<file path="src/hdl/pid_temperature_pwm_controller_macros.svh">
// Assertion macros shared by the controller modules.
`ifndef PID_TEMPERATURE_PWM_CONTROLLER_MACROS_SVH
`define PID_TEMPERATURE_PWM_CONTROLLER_MACROS_SVH

// Same-cycle implication, sampled on clk, masked while rst_n is low.
`define PTPC_ASSERT_NOW(label, ante, cons, msg) \
  label: assert property (@(posedge clk) disable iff (!rst_n) (ante) |-> (cons)) \
    else $error(msg);

// Next-cycle implication, sampled on clk, masked while rst_n is low.
`define PTPC_ASSERT_NEXT(label, ante, cons, msg) \
  label: assert property (@(posedge clk) disable iff (!rst_n) (ante) |=> (cons)) \
    else $error(msg);

`endif

</file>
<file path="src/hdl/ptpc_pkg.sv">
// Shared types, constants and microcode table of the PID temperature controller.
`timescale 1ns / 1ps
`default_nettype none

package ptpc_pkg;

  // Field and register widths
  localparam int SENSOR_W     = 16;
  localparam int SENSOR_SHIFT = 4;
  localparam int TEMP_W       = 12;
  localparam int PCT_W        = 7;
  localparam int COUNT_W      = 14;
  localparam int GAIN_W       = 32;
  localparam int ILIM_W       = 15;
  localparam int CFG_IDX_W    = 3;

  // Datapath widths
  localparam int ERR_W        = TEMP_W + 1;
  localparam int INTEG_W      = ILIM_W + 2;
  localparam int DERIV_W      = ERR_W + 1;
  localparam int MULB_W       = INTEG_W + 1;
  localparam int PROD_W       = GAIN_W + MULB_W;
  localparam int ACC_W        = PROD_W + 2;
  localparam int FRAC_SHIFT   = 20;
  localparam int PCT_MAX      = 100;

  localparam int DUTY_FULL_SCALE_DEF = 8192;

  // Configuration register indexes
  localparam logic [CFG_IDX_W-1:0] REG_PROP_GAIN   = CFG_IDX_W'(0);
  localparam logic [CFG_IDX_W-1:0] REG_INTEG_GAIN  = CFG_IDX_W'(1);
  localparam logic [CFG_IDX_W-1:0] REG_DERIV_GAIN  = CFG_IDX_W'(2);
  localparam logic [CFG_IDX_W-1:0] REG_INTEG_LIMIT = CFG_IDX_W'(3);
  localparam logic [CFG_IDX_W-1:0] REG_OUT_LIMIT   = CFG_IDX_W'(4);

  // Reset values
  localparam logic signed [GAIN_W-1:0] PROP_GAIN_RST  = GAIN_W'(6553600);
  localparam logic signed [GAIN_W-1:0] INTEG_GAIN_RST = GAIN_W'(3277);
  localparam logic signed [GAIN_W-1:0] DERIV_GAIN_RST = GAIN_W'(0);
  localparam logic [ILIM_W-1:0]        INTEG_LIM_RST  = ILIM_W'(1600);
  localparam logic [PCT_W-1:0]         OUT_LIM_RST    = PCT_W'(100);

  typedef struct packed {
    logic signed [GAIN_W-1:0] prop_gain;
    logic signed [GAIN_W-1:0] integ_gain;
    logic signed [GAIN_W-1:0] deriv_gain;
    logic [ILIM_W-1:0]        integral_limit;
    logic [PCT_W-1:0]         output_limit;
  } cfg_t;

  // Microcode fields
  typedef enum logic [1:0] {
    JC_NONE,
    JC_IN,
    JC_OUT
  } jump_t;

  typedef enum logic [1:0] {
    GS_PROP,
    GS_INTEG,
    GS_DERIV
  } gain_sel_t;

  typedef enum logic [1:0] {
    ACC_HOLD,
    ACC_LOAD,
    ACC_ADD
  } acc_op_t;

  typedef struct packed {
    jump_t     jc;
    gain_sel_t mul_sel;
    acc_op_t   acc_op;
    logic      integ_en;
    logic      mul_en;
    logic      pct_en;
    logic      scale_en;
    logic      out_en;
    logic      last;
  } ctrl_t;

  // Handshake status fed back to the sequencer
  typedef struct packed {
    logic in_fire;
    logic out_free;
  } stat_t;

  localparam int STEP_W = 3;
  localparam logic [STEP_W-1:0] STEP_WAIT  = STEP_W'(0);
  localparam logic [STEP_W-1:0] STEP_INTEG = STEP_W'(1);
  localparam logic [STEP_W-1:0] STEP_MULP  = STEP_W'(2);
  localparam logic [STEP_W-1:0] STEP_MULI  = STEP_W'(3);
  localparam logic [STEP_W-1:0] STEP_MULD  = STEP_W'(4);
  localparam logic [STEP_W-1:0] STEP_PCT   = STEP_W'(5);
  localparam logic [STEP_W-1:0] STEP_SCALE = STEP_W'(6);
  localparam logic [STEP_W-1:0] STEP_OUT   = STEP_W'(7);

  localparam ctrl_t CTRL_NOP = '{
    jc:       JC_NONE,
    mul_sel:  GS_PROP,
    acc_op:   ACC_HOLD,
    integ_en: 1'b0,
    mul_en:   1'b0,
    pct_en:   1'b0,
    scale_en: 1'b0,
    out_en:   1'b0,
    last:     1'b0
  };

  // Control program: one word per step
  function automatic ctrl_t ucode_word(input logic [STEP_W-1:0] step);
    ctrl_t w;
    w = CTRL_NOP;
    case (step)
      STEP_WAIT: begin
        w.jc = JC_IN;
      end
      STEP_INTEG: begin
        w.integ_en = 1'b1;
      end
      STEP_MULP: begin
        w.mul_sel = GS_PROP;
        w.mul_en  = 1'b1;
      end
      STEP_MULI: begin
        w.mul_sel = GS_INTEG;
        w.mul_en  = 1'b1;
        w.acc_op  = ACC_LOAD;
      end
      STEP_MULD: begin
        w.mul_sel = GS_DERIV;
        w.mul_en  = 1'b1;
        w.acc_op  = ACC_ADD;
      end
      STEP_PCT: begin
        w.pct_en = 1'b1;
      end
      STEP_SCALE: begin
        w.scale_en = 1'b1;
      end
      STEP_OUT: begin
        w.out_en = 1'b1;
        w.jc     = JC_OUT;
        w.last   = 1'b1;
      end
      default: begin
        w = CTRL_NOP;
      end
    endcase
    return w;
  endfunction

endpackage

`default_nettype wire

</file>
<file path="src/hdl/ptpc_in_if.sv">
// Input channel: raw sensor word and setpoint.
`timescale 1ns / 1ps
`default_nettype none

interface ptpc_in_if;
  import ptpc_pkg::*;

  logic                     valid;
  logic                     ready;
  logic [SENSOR_W-1:0]      sensor_word;
  logic signed [TEMP_W-1:0] target_temp;

  modport source (output valid, output sensor_word, output target_temp, input ready);
  modport sink (input valid, input sensor_word, input target_temp, output ready);
endinterface

`default_nettype wire

</file>
<file path="src/hdl/ptpc_out_if.sv">
// Result channel: decoded temperature, duty percent and PWM count.
`timescale 1ns / 1ps
`default_nettype none

interface ptpc_out_if;
  import ptpc_pkg::*;

  logic                     valid;
  logic                     ready;
  logic signed [TEMP_W-1:0] measured_temp;
  logic [PCT_W-1:0]         duty_percent;
  logic [COUNT_W-1:0]       duty_count;

  modport source (output valid, output measured_temp, output duty_percent,
                  output duty_count, input ready);
  modport sink (input valid, input measured_temp, input duty_percent,
                input duty_count, output ready);
endinterface

`default_nettype wire

</file>
<file path="src/hdl/ptpc_seq.sv">
// Microcode sequencer: step counter, control store lookup and wait jumps.
`timescale 1ns / 1ps
`default_nettype none
`include "pid_temperature_pwm_controller_macros.svh"

module ptpc_seq (
  input  logic            clk,
  input  logic            rst_n,
  input  ptpc_pkg::stat_t stat,
  output ptpc_pkg::ctrl_t ctrl
);
  import ptpc_pkg::*;

  logic [STEP_W-1:0] step_r;
  logic [STEP_W-1:0] step_nxt;
  logic              hold;

  // Current control word
  assign ctrl = ucode_word(step_r);

  // Wait jumps hold the step until the handshake completes
  always_comb begin
    case (ctrl.jc)
      JC_IN:   hold = !stat.in_fire;
      JC_OUT:  hold = !stat.out_free;
      default: hold = 1'b0;
    endcase
  end

  always_comb begin
    if (hold) begin
      step_nxt = step_r;
    end else if (ctrl.last) begin
      step_nxt = STEP_WAIT;
    end else begin
      step_nxt = step_r + STEP_W'(1);
    end
  end

  always_ff @(posedge clk) begin
    if (!rst_n) begin
      step_r <= STEP_WAIT;
    end else begin
      step_r <= step_nxt;
    end
  end

  `PTPC_ASSERT_NEXT(a_fire_starts, stat.in_fire, step_r == STEP_INTEG, "accepted item did not start")
  `PTPC_ASSERT_NEXT(a_out_hold, (ctrl.jc == JC_OUT) && !stat.out_free, $stable(step_r), "step moved while output busy")
  `PTPC_ASSERT_NEXT(a_wrap, ctrl.last && stat.out_free, step_r == STEP_WAIT, "program did not wrap")

endmodule

`default_nettype wire

</file>
<file path="src/hdl/ptpc_datapath.sv">
// PID datapath: error, clamped integral, derivative, shared multiplier, duty scaling.
`timescale 1ns / 1ps
`default_nettype none
`include "pid_temperature_pwm_controller_macros.svh"

module ptpc_datapath #(
  parameter int DUTY_FULL_SCALE = ptpc_pkg::DUTY_FULL_SCALE_DEF
) (
  input  logic                               clk,
  input  logic                               rst_n,
  input  ptpc_pkg::ctrl_t                    ctrl,
  input  ptpc_pkg::cfg_t                     cfg,
  input  logic                               gain_clear,
  input  logic                               in_fire,
  input  logic [ptpc_pkg::SENSOR_W-1:0]      sensor_word,
  input  logic signed [ptpc_pkg::TEMP_W-1:0] target_temp,
  input  logic                               out_ready,
  output logic                               out_free,
  output logic                               out_valid,
  output logic signed [ptpc_pkg::TEMP_W-1:0] measured_temp,
  output logic [ptpc_pkg::PCT_W-1:0]         duty_percent,
  output logic [ptpc_pkg::COUNT_W-1:0]       duty_count
);
  import ptpc_pkg::*;

  // Division by 100 as a reciprocal multiply, exact for every scaled value
  localparam int SCALED_W  = $clog2(DUTY_FULL_SCALE * PCT_MAX + 1);
  localparam int DIV_SHIFT = SCALED_W + $clog2(PCT_MAX);
  localparam int RECIP_W   = DIV_SHIFT - $clog2(PCT_MAX) + 1;
  localparam int QUOT_W    = SCALED_W + RECIP_W;
  localparam logic [63:0] RECIP_WIDE =
    ((64'd1 << DIV_SHIFT) + 64'(PCT_MAX - 1)) / 64'(PCT_MAX);
  localparam logic [RECIP_W-1:0]  DIV_RECIP  = RECIP_W'(RECIP_WIDE);
  localparam logic [SCALED_W-1:0] FULL_SCALE = SCALED_W'(DUTY_FULL_SCALE);
  localparam int PQ_W = ACC_W - FRAC_SHIFT;

  // Registers
  logic signed [TEMP_W-1:0]  meas_r,   meas_nxt;
  logic signed [ERR_W-1:0]   err_r,    err_nxt;
  logic signed [INTEG_W-1:0] integ_r,  integ_nxt;
  logic signed [ERR_W-1:0]   prev_r,   prev_nxt;
  logic signed [DERIV_W-1:0] deriv_r,  deriv_nxt;
  logic signed [PROD_W-1:0]  prod_r,   prod_nxt;
  logic signed [ACC_W-1:0]   acc_r,    acc_nxt;
  logic [PCT_W-1:0]          pct_r,    pct_nxt;
  logic [SCALED_W-1:0]       scaled_r, scaled_nxt;
  logic                      ovalid_r, ovalid_nxt;
  logic signed [TEMP_W-1:0]  omeas_r,  omeas_nxt;
  logic [PCT_W-1:0]          opct_r,   opct_nxt;
  logic [COUNT_W-1:0]        ocount_r, ocount_nxt;

  // Combinational terms
  logic signed [TEMP_W-1:0]  meas_in;
  logic signed [ERR_W-1:0]   err_in;
  logic signed [INTEG_W-1:0] integ_sum;
  logic signed [INTEG_W-1:0] ilim;
  logic signed [INTEG_W-1:0] neg_ilim;
  logic signed [INTEG_W-1:0] integ_clamp;
  logic signed [GAIN_W-1:0]  mul_a;
  logic signed [MULB_W-1:0]  mul_b;
  logic signed [ACC_W-1:0]   pid_sum;
  logic [PCT_W-1:0]          out_lim;
  logic [PQ_W-1:0]           pct_q;
  logic                      sum_pos;
  logic [PCT_W-1:0]          pct_in;
  logic [QUOT_W-1:0]         quot;

  // Decode and error
  assign meas_in = $signed(sensor_word[SENSOR_W-1:SENSOR_SHIFT]);
  assign err_in  = ERR_W'(target_temp) - ERR_W'(meas_in);

  // Integral with symmetric clamp
  assign integ_sum = integ_r + INTEG_W'(err_r);
  assign ilim      = $signed(INTEG_W'(cfg.integral_limit));
  assign neg_ilim  = -ilim;

  always_comb begin
    if (integ_sum <= neg_ilim) begin
      integ_clamp = neg_ilim;
    end else if (integ_sum >= ilim) begin
      integ_clamp = ilim;
    end else begin
      integ_clamp = integ_sum;
    end
  end

  // Shared multiplier operand select
  always_comb begin
    case (ctrl.mul_sel)
      GS_INTEG: begin
        mul_a = cfg.integ_gain;
        mul_b = MULB_W'(integ_r);
      end
      GS_DERIV: begin
        mul_a = cfg.deriv_gain;
        mul_b = MULB_W'(deriv_r);
      end
      default: begin
        mul_a = cfg.prop_gain;
        mul_b = MULB_W'(err_r);
      end
    endcase
  end

  // Percent: final accumulate, truncate, clamp to 0..min(output limit, 100)
  assign pid_sum = acc_r + ACC_W'(prod_r);
  assign out_lim = (cfg.output_limit > PCT_W'(PCT_MAX)) ? PCT_W'(PCT_MAX) : cfg.output_limit;
  assign pct_q   = pid_sum[ACC_W-1:FRAC_SHIFT];
  assign sum_pos = !pid_sum[ACC_W-1] && (pid_sum != '0);

  always_comb begin
    if (!sum_pos) begin
      pct_in = '0;
    end else if (pct_q >= PQ_W'(out_lim)) begin
      pct_in = out_lim;
    end else begin
      pct_in = pct_q[PCT_W-1:0];
    end
  end

  // Count = scaled / 100 via reciprocal
  assign quot = QUOT_W'(scaled_r) * QUOT_W'(DIV_RECIP);

  assign out_free = !ovalid_r || out_ready;

  // Next-state logic
  always_comb begin
    meas_nxt   = meas_r;
    err_nxt    = err_r;
    integ_nxt  = integ_r;
    prev_nxt   = prev_r;
    deriv_nxt  = deriv_r;
    prod_nxt   = prod_r;
    acc_nxt    = acc_r;
    pct_nxt    = pct_r;
    scaled_nxt = scaled_r;
    omeas_nxt  = omeas_r;
    opct_nxt   = opct_r;
    ocount_nxt = ocount_r;
    ovalid_nxt = ovalid_r && !out_ready;

    if (in_fire) begin
      meas_nxt = meas_in;
      err_nxt  = err_in;
    end
    if (ctrl.integ_en) begin
      integ_nxt = integ_clamp;
      deriv_nxt = DERIV_W'(err_r) - DERIV_W'(prev_r);
      prev_nxt  = err_r;
    end
    if (ctrl.mul_en) begin
      prod_nxt = mul_a * mul_b;
    end
    case (ctrl.acc_op)
      ACC_LOAD: acc_nxt = ACC_W'(prod_r);
      ACC_ADD:  acc_nxt = pid_sum;
      default:  acc_nxt = acc_r;
    endcase
    if (ctrl.pct_en) begin
      pct_nxt = pct_in;
    end
    if (ctrl.scale_en) begin
      scaled_nxt = SCALED_W'(FULL_SCALE * SCALED_W'(pct_r));
    end
    if (ctrl.out_en && out_free) begin
      ovalid_nxt = 1'b1;
      omeas_nxt  = meas_r;
      opct_nxt   = pct_r;
      ocount_nxt = COUNT_W'(quot >> DIV_SHIFT);
    end
    if (gain_clear) begin
      integ_nxt = '0;
      prev_nxt  = '0;
    end
  end

  // Control and controller state
  always_ff @(posedge clk) begin
    if (!rst_n) begin
      ovalid_r <= 1'b0;
      integ_r  <= '0;
      prev_r   <= '0;
    end else begin
      ovalid_r <= ovalid_nxt;
      integ_r  <= integ_nxt;
      prev_r   <= prev_nxt;
    end
  end

  // Payload
  always_ff @(posedge clk) begin
    meas_r   <= meas_nxt;
    err_r    <= err_nxt;
    deriv_r  <= deriv_nxt;
    prod_r   <= prod_nxt;
    acc_r    <= acc_nxt;
    pct_r    <= pct_nxt;
    scaled_r <= scaled_nxt;
    omeas_r  <= omeas_nxt;
    opct_r   <= opct_nxt;
    ocount_r <= ocount_nxt;
  end

  assign out_valid     = ovalid_r;
  assign measured_temp = omeas_r;
  assign duty_percent  = opct_r;
  assign duty_count    = ocount_r;

  `PTPC_ASSERT_NEXT(a_integ_bound, ctrl.integ_en && !gain_clear, (integ_r <= $past(ilim)) && (integ_r >= $past(neg_ilim)), "integral outside clamp")
  `PTPC_ASSERT_NEXT(a_gain_clear, gain_clear, (integ_r == '0) && (prev_r == '0), "gain write did not clear state")
  `PTPC_ASSERT_NOW(a_pct_range, ovalid_r, opct_r <= PCT_W'(PCT_MAX), "duty percent above full")

endmodule

`default_nettype wire

</file>
<file path="src/hdl/pid_temperature_pwm_controller.sv">
// Top level of the PID temperature controller with PWM duty output.
//
// Usage:
//   in_ch carries one raw sensor word (bits 15..4 are the signed temperature in
//   sixteenths of a degree) and a setpoint; a transfer is valid && ready.
//   out_ch returns one result per item: decoded temperature, duty percent
//   clamped to 0..min(output_limit,100), PWM compare count full_scale*pct/100.
//   cfg_we/cfg_index/cfg_wdata write the five registers: 0 prop gain,
//   1 integ gain, 2 deriv gain (Q16.16), 3 integral limit, 4 output limit.
//   Writing any gain clears the integral and the previous error. Write only
//   while no item is in flight.
// Timing:
//   A microcoded sequencer runs an 8-step program per item, one shared
//   32x18 multiplier handling the three PID products in turn. The result is
//   registered on the last step; a new input is taken only on the wait step.
//   The result sits in an output register, so the next item is taken while it
//   waits; if the receiver stalls long enough the program holds on its last
//   step until the output register frees up.
// Reset:
//   rst_n (synchronous, active low) restores register defaults, clears the
//   integral, previous error and output valid. No clearing pass is needed.
`timescale 1ns / 1ps
`default_nettype none

module pid_temperature_pwm_controller #(
  parameter int DUTY_FULL_SCALE = ptpc_pkg::DUTY_FULL_SCALE_DEF
) (
  input  logic                             clk,
  input  logic                             rst_n,
  ptpc_in_if.sink                          in_ch,
  ptpc_out_if.source                       out_ch,
  input  logic                             cfg_we,
  input  logic [ptpc_pkg::CFG_IDX_W-1:0]   cfg_index,
  input  logic [ptpc_pkg::GAIN_W-1:0]      cfg_wdata
);
  import ptpc_pkg::*;

  cfg_t  cfg_r;
  cfg_t  cfg_nxt;
  logic  gain_clear;
  ctrl_t ctrl;
  stat_t stat;
  logic  out_free;

  // Configuration register file
  always_comb begin
    cfg_nxt = cfg_r;
    if (cfg_we) begin
      case (cfg_index)
        REG_PROP_GAIN:   cfg_nxt.prop_gain      = $signed(cfg_wdata);
        REG_INTEG_GAIN:  cfg_nxt.integ_gain     = $signed(cfg_wdata);
        REG_DERIV_GAIN:  cfg_nxt.deriv_gain     = $signed(cfg_wdata);
        REG_INTEG_LIMIT: cfg_nxt.integral_limit = cfg_wdata[ILIM_W-1:0];
        REG_OUT_LIMIT:   cfg_nxt.output_limit   = cfg_wdata[PCT_W-1:0];
        default:         cfg_nxt = cfg_r;
      endcase
    end
  end

  assign gain_clear = cfg_we &&
    (cfg_index inside {REG_PROP_GAIN, REG_INTEG_GAIN, REG_DERIV_GAIN});

  always_ff @(posedge clk) begin
    if (!rst_n) begin
      cfg_r.prop_gain      <= PROP_GAIN_RST;
      cfg_r.integ_gain     <= INTEG_GAIN_RST;
      cfg_r.deriv_gain     <= DERIV_GAIN_RST;
      cfg_r.integral_limit <= INTEG_LIM_RST;
      cfg_r.output_limit   <= OUT_LIM_RST;
    end else begin
      cfg_r <= cfg_nxt;
    end
  end

  // Input handshake: taken only on the wait step
  assign in_ch.ready = (ctrl.jc == JC_IN);
  assign stat        = '{in_fire: in_ch.valid && in_ch.ready, out_free: out_free};

  ptpc_seq u_seq (
    .clk   (clk),
    .rst_n (rst_n),
    .stat  (stat),
    .ctrl  (ctrl)
  );

  ptpc_datapath #(
    .DUTY_FULL_SCALE (DUTY_FULL_SCALE)
  ) u_datapath (
    .clk           (clk),
    .rst_n         (rst_n),
    .ctrl          (ctrl),
    .cfg           (cfg_r),
    .gain_clear    (gain_clear),
    .in_fire       (stat.in_fire),
    .sensor_word   (in_ch.sensor_word),
    .target_temp   (in_ch.target_temp),
    .out_ready     (out_ch.ready),
    .out_free      (out_free),
    .out_valid     (out_ch.valid),
    .measured_temp (out_ch.measured_temp),
    .duty_percent  (out_ch.duty_percent),
    .duty_count    (out_ch.duty_count)
  );

endmodule

`default_nettype wire
</file>
<file path="src/flat_wrapper.sv">
// flat-port wrapper written by rule: the top's interface ports become plain ports
module pid_temperature_pwm_controller_flat import ptpc_pkg::*;
#(
  parameter int DUTY_FULL_SCALE = ptpc_pkg::DUTY_FULL_SCALE_DEF
)
  (clk, rst_n, cfg_we, cfg_index, cfg_wdata, in_ch_valid, in_ch_sensor_word, in_ch_target_temp, in_ch_ready, out_ch_valid, out_ch_measured_temp, out_ch_duty_percent, out_ch_duty_count, out_ch_ready);
  ptpc_in_if in_ch_i ();
  ptpc_out_if out_ch_i ();
  input  logic clk;
  input  logic rst_n;
  input  logic cfg_we;
  input  logic [ptpc_pkg::CFG_IDX_W-1:0] cfg_index;
  input  logic [ptpc_pkg::GAIN_W-1:0] cfg_wdata;
  input wire logic [$bits(in_ch_i.valid)-1:0] in_ch_valid;
  input wire logic [$bits(in_ch_i.sensor_word)-1:0] in_ch_sensor_word;
  input wire logic [$bits(in_ch_i.target_temp)-1:0] in_ch_target_temp;
  output wire logic [$bits(in_ch_i.ready)-1:0] in_ch_ready;
  output wire logic [$bits(out_ch_i.valid)-1:0] out_ch_valid;
  output wire logic [$bits(out_ch_i.measured_temp)-1:0] out_ch_measured_temp;
  output wire logic [$bits(out_ch_i.duty_percent)-1:0] out_ch_duty_percent;
  output wire logic [$bits(out_ch_i.duty_count)-1:0] out_ch_duty_count;
  input wire logic [$bits(out_ch_i.ready)-1:0] out_ch_ready;
  assign in_ch_i.valid = in_ch_valid;
  assign in_ch_i.sensor_word = in_ch_sensor_word;
  assign in_ch_i.target_temp = in_ch_target_temp;
  assign in_ch_ready = in_ch_i.ready;
  assign out_ch_valid = out_ch_i.valid;
  assign out_ch_measured_temp = out_ch_i.measured_temp;
  assign out_ch_duty_percent = out_ch_i.duty_percent;
  assign out_ch_duty_count = out_ch_i.duty_count;
  assign out_ch_i.ready = out_ch_ready;
  pid_temperature_pwm_controller #(.DUTY_FULL_SCALE(DUTY_FULL_SCALE)) u_core (.clk(clk), .rst_n(rst_n), .in_ch(in_ch_i), .out_ch(out_ch_i), .cfg_we(cfg_we), .cfg_index(cfg_index), .cfg_wdata(cfg_wdata));
endmodule
</file>
<file path="config.mk">
export PLATFORM = sky130hd
export DESIGN_NAME = pid_temperature_pwm_controller_flat
export DESIGN_NICKNAME = d
export VERILOG_FILES = /design/src/hdl/ptpc_pkg.sv /design/src/hdl/ptpc_in_if.sv /design/src/hdl/ptpc_out_if.sv /design/src/hdl/ptpc_seq.sv /design/src/hdl/ptpc_datapath.sv /design/src/hdl/pid_temperature_pwm_controller.sv /design/src/flat_wrapper.sv
export VERILOG_INCLUDE_DIRS = /design/src /design/src/hdl
export SDC_FILE = /design/constraint.sdc
export NUM_CORES = 2
export LEC_CHECK = 0
export BUFFER_PORTS_ARGS = -buffer_cell sky130_fd_sc_hd__buf_2
export CAP_MARGIN = 20
export CORE_MARGIN = 5
export CORE_UTILIZATION = 59
export DETAILED_ROUTE_END_ITERATION = 12
export PLACE_DENSITY = 0.87
export SYNTH_ARGS = -nofsm -noshare
export SYNTH_HDL_FRONTEND = slang
export SYNTH_SLANG_ARGS = --single-unit
</file>
<file path="constraint.sdc">
create_clock -name clk -period 8.8 [get_ports clk]
set_input_delay 0.88 -clock clk [delete_from_list [all_inputs] [get_ports clk]]
set_output_delay 0.88 -clock clk [all_outputs]
set_load 0.02 [all_outputs]
</file>
==> results.toml <==
[status]
status = "finished, final reports clean"

[detailed_routing]
dr.pass1.iters = 8
avgRoutedWirePerCell_um = 20.12
ant_nets = 0
drc = 0
vias = 33840
viasPerCell = 5.918
wirelength_um = 115100
drt_first_iter_violations = 3578

[job]
max_cap_violations = 0

[sta]
min_period_ps = 8563
setup_violations = 0
tightest_slew_ps = 1092
hold_slack_ps = 417.8
max_freq_mhz = 116.8
finClkSkew_ps = 24.67
slew_violations = 0
hold_viol = 0
min_period_over_period_pct = 97.31
slew_headroom_pct = 26.65

[synth]
synth_edf_count = 188
synth_top_cell_by_area = "fa_1"
ys_seq_area_share_pct = 21.13
netlist.area_leader.share_pct = 28.29
synth_area_leaders = "fa_1, edfxtp_1, ha_1"
synthArstFlopShare_pct = 0
synth_cell_types = 99
post-synth-top-count-cell = "nand2_1"
syn_inst = 4640
netlist_area_sq_mm = 0.04112
synth_ff_type = "edfxtp_1"
syn_nets = 5611
postSynthAreaPerCell_sq_um = 8.862
yosys_warnings = 0
synth_seq_cells = 340
synth_common_cells = "nand2_1, inv_1, fa_1, nor2_1, ha_1"

[global_route]
grt_pass1_wl_um = 181000
grt_max_degree = 125
grt_overflow = 0
grt_usage_pct = 30.44
antenna_found_initial = 2
first_global_vias = 34360

[cts]
numClockSinks = 340
worstSkewPairLatency_ps = 590
clk_pin_slew_ps = 60
htreeDepth = 2
cts-buffers-inserted = 37
cts_buffer_depth = 3
cts_tree = "yes"
cts-root-buf = "clkbuf_16"

[setup_path]
cp_data_arrival_time_ps = 8950
critPathKind = "reg -> reg"
max_stage_delay_ps = 550
critPathCaptureType = "flop"
cpMostUsedCell = "fa_1"
r2r_cells = 31
startpoint_type = "flop"
critPathRequiredTime_ps = 9180
cp_max_fo = 36
cp_slowest_cell = "fa_1"

[die]
fp.coreArea_sq_mm = 0.06883
fp.dieW_um = 274.0
fp-row-count = 96
die_h_um = 274.0
pin_count = 103
initial_core_util_pct = 59.74
dieArea_sq_mm = 0.07507

[finish]
syn_to_final_growth_pct = 8.891
drive_gt1_share_pct = 8.576
nNetsFinal = 5723

[min_path]
hold_class = "reg -> reg"
holdPathStages = 0

[placed_design]
port-buffer-count = 98
place_congestion = 1.009
dpl.hpwl_um = 91630
==> final cells by class <==
cell class	instances	area, sq um
antenna	6	15.01
clock buffer	47	1016
clock inverter	21	249.0
fill	5190	24050
inverter	758	2849
multi-input combinational	3362	29000
sequential	340	8690
tap	931	1165
timing repair buffer	253	1787
==> cell usage in the layout, fill, tap and decap left out, drive strengths merged, types with 50 or more instances in the layout <==
master and count:
buf 252, o21ai 159, a21oi 153, nor2 379, ha 322, fa 581, a21boi 121, inv 762
nor3 50, dfxtp 152, o21a 67, a21o 75, xnor2 94, nand2 852, edfxtp 188
==> critical path: cells and delay by family, from the launching register on <==
kind	cells	cell delay [ps]
adders and majority gates	9	3970
AOI/OAI and AO/OA	9	2340
buffers and inverters	8	1040
and+or+nand+nor	5	590
DFF	1	390
==> state kept, by name, summed over array words and instances, names as in the netlist <==
| signal | flops |
|---|---|
| u_core.cfg_r | 118 |
| u_core.u_datapath.acc_r | 52 |
| u_core.u_datapath.prod_r | 50 |
| u_core.u_datapath.integ_r | 17 |
| u_core.u_datapath.deriv_r | 14 |
| u_core.u_datapath.duty_count | 14 |
| u_core.u_datapath.err_r | 13 |
| u_core.u_datapath.prev_r | 13 |
| u_core.u_datapath.meas_r | 12 |
| u_core.u_datapath.measured_temp | 12 |
| u_core.u_datapath.duty_percent | 7 |
| u_core.u_datapath.pct_r | 7 |
| u_core.u_datapath.scaled_r | 7 |
| u_core.u_seq.step_r | 3 |
| u_core.u_datapath.out_valid | 1 |
==> metal layers <==
metal	wire (um)	part of all wire, %	vias to the layer above	global-route usage [%]
met5	0	0	-	0
met4	7014	6.1	0	14.04
met3	12120	11	464	6.983
met2	53550	47	1829	50.32
met1	42380	37	16350	38.26
li1	-	-	15200	-
==> worst paths after layout <==
| check | end | from | slack (ps) |
|---|---|---|---|
| setup reg to reg | u_core.u_datapath.prod_r[49]$_DFFE_PP_ | u_core.u_seq.step_r[1]$_SDFFE_PN0N_ | 240 |
| hold / removal | u_core.u_datapath.measured_temp[4]$_DFFE_PP_ | u_core.u_datapath.meas_r[4]$_DFFE_PP_ | 420 |
| setup / recovery | u_core.u_datapath.prod_r[49]$_DFFE_PP_ | u_core.u_seq.step_r[1]$_SDFFE_PN0N_ | 240 |
| hold reg to reg | u_core.u_datapath.measured_temp[4]$_DFFE_PP_ | u_core.u_datapath.meas_r[4]$_DFFE_PP_ | 420 |
==> metrics by stage <==
| stage | setup TNS (ps) | cell area (sq um) | util, % | setup slack (ps) | std cells |
|---|---|---|---|---|---|
| 2_1_floorplan | 0 | 41130 | - | 51.40 | 4640 |
| 3_3_place_gp | 0 | 43260 | 62.85 | 94.11 | 5634 |
| 3_5_place_dp | -195.3 | 43260 | 62.85 | -118.7 | 5634 |
| 4_1_cts | 0 | 44560 | 64.74 | 44.57 | 5702 |
| 5_1_grt | -21.58 | 44760 | 65.04 | -12.38 | 5714 |
| 6_report | 0 | 44770 | 65.05 | 236.5 | 5718 |
==> kinds of logic after synthesis <==
logic type | Yosys count | share of synthesized area (%)
AOI/OAI and AO/OA | 805 | 13.24
xor gates and xnor gates | 131 | 2.790
adders and majority gates | 903 | 38.09
buffers and inverters | 938 | 8.758
DFF | 340 | 21.13
muxes | 23 | 0.6086
and+or+nand+nor | 1500 | 15.39
==> repair_timing <==
action / CTS / global route
resized for setup: 7 / 18
gates cloned: 0 / 1
setup buffers: 0 / 7
hold endpoints to repair: 0 / 0
setup endpoints to repair: 6 / 17
pin swaps: 0 / 5
hold buffers: 0 / 0
Power is not shown: default switching activity piles up to over one toggle a cycle in this logic, so the estimate is an artifact.
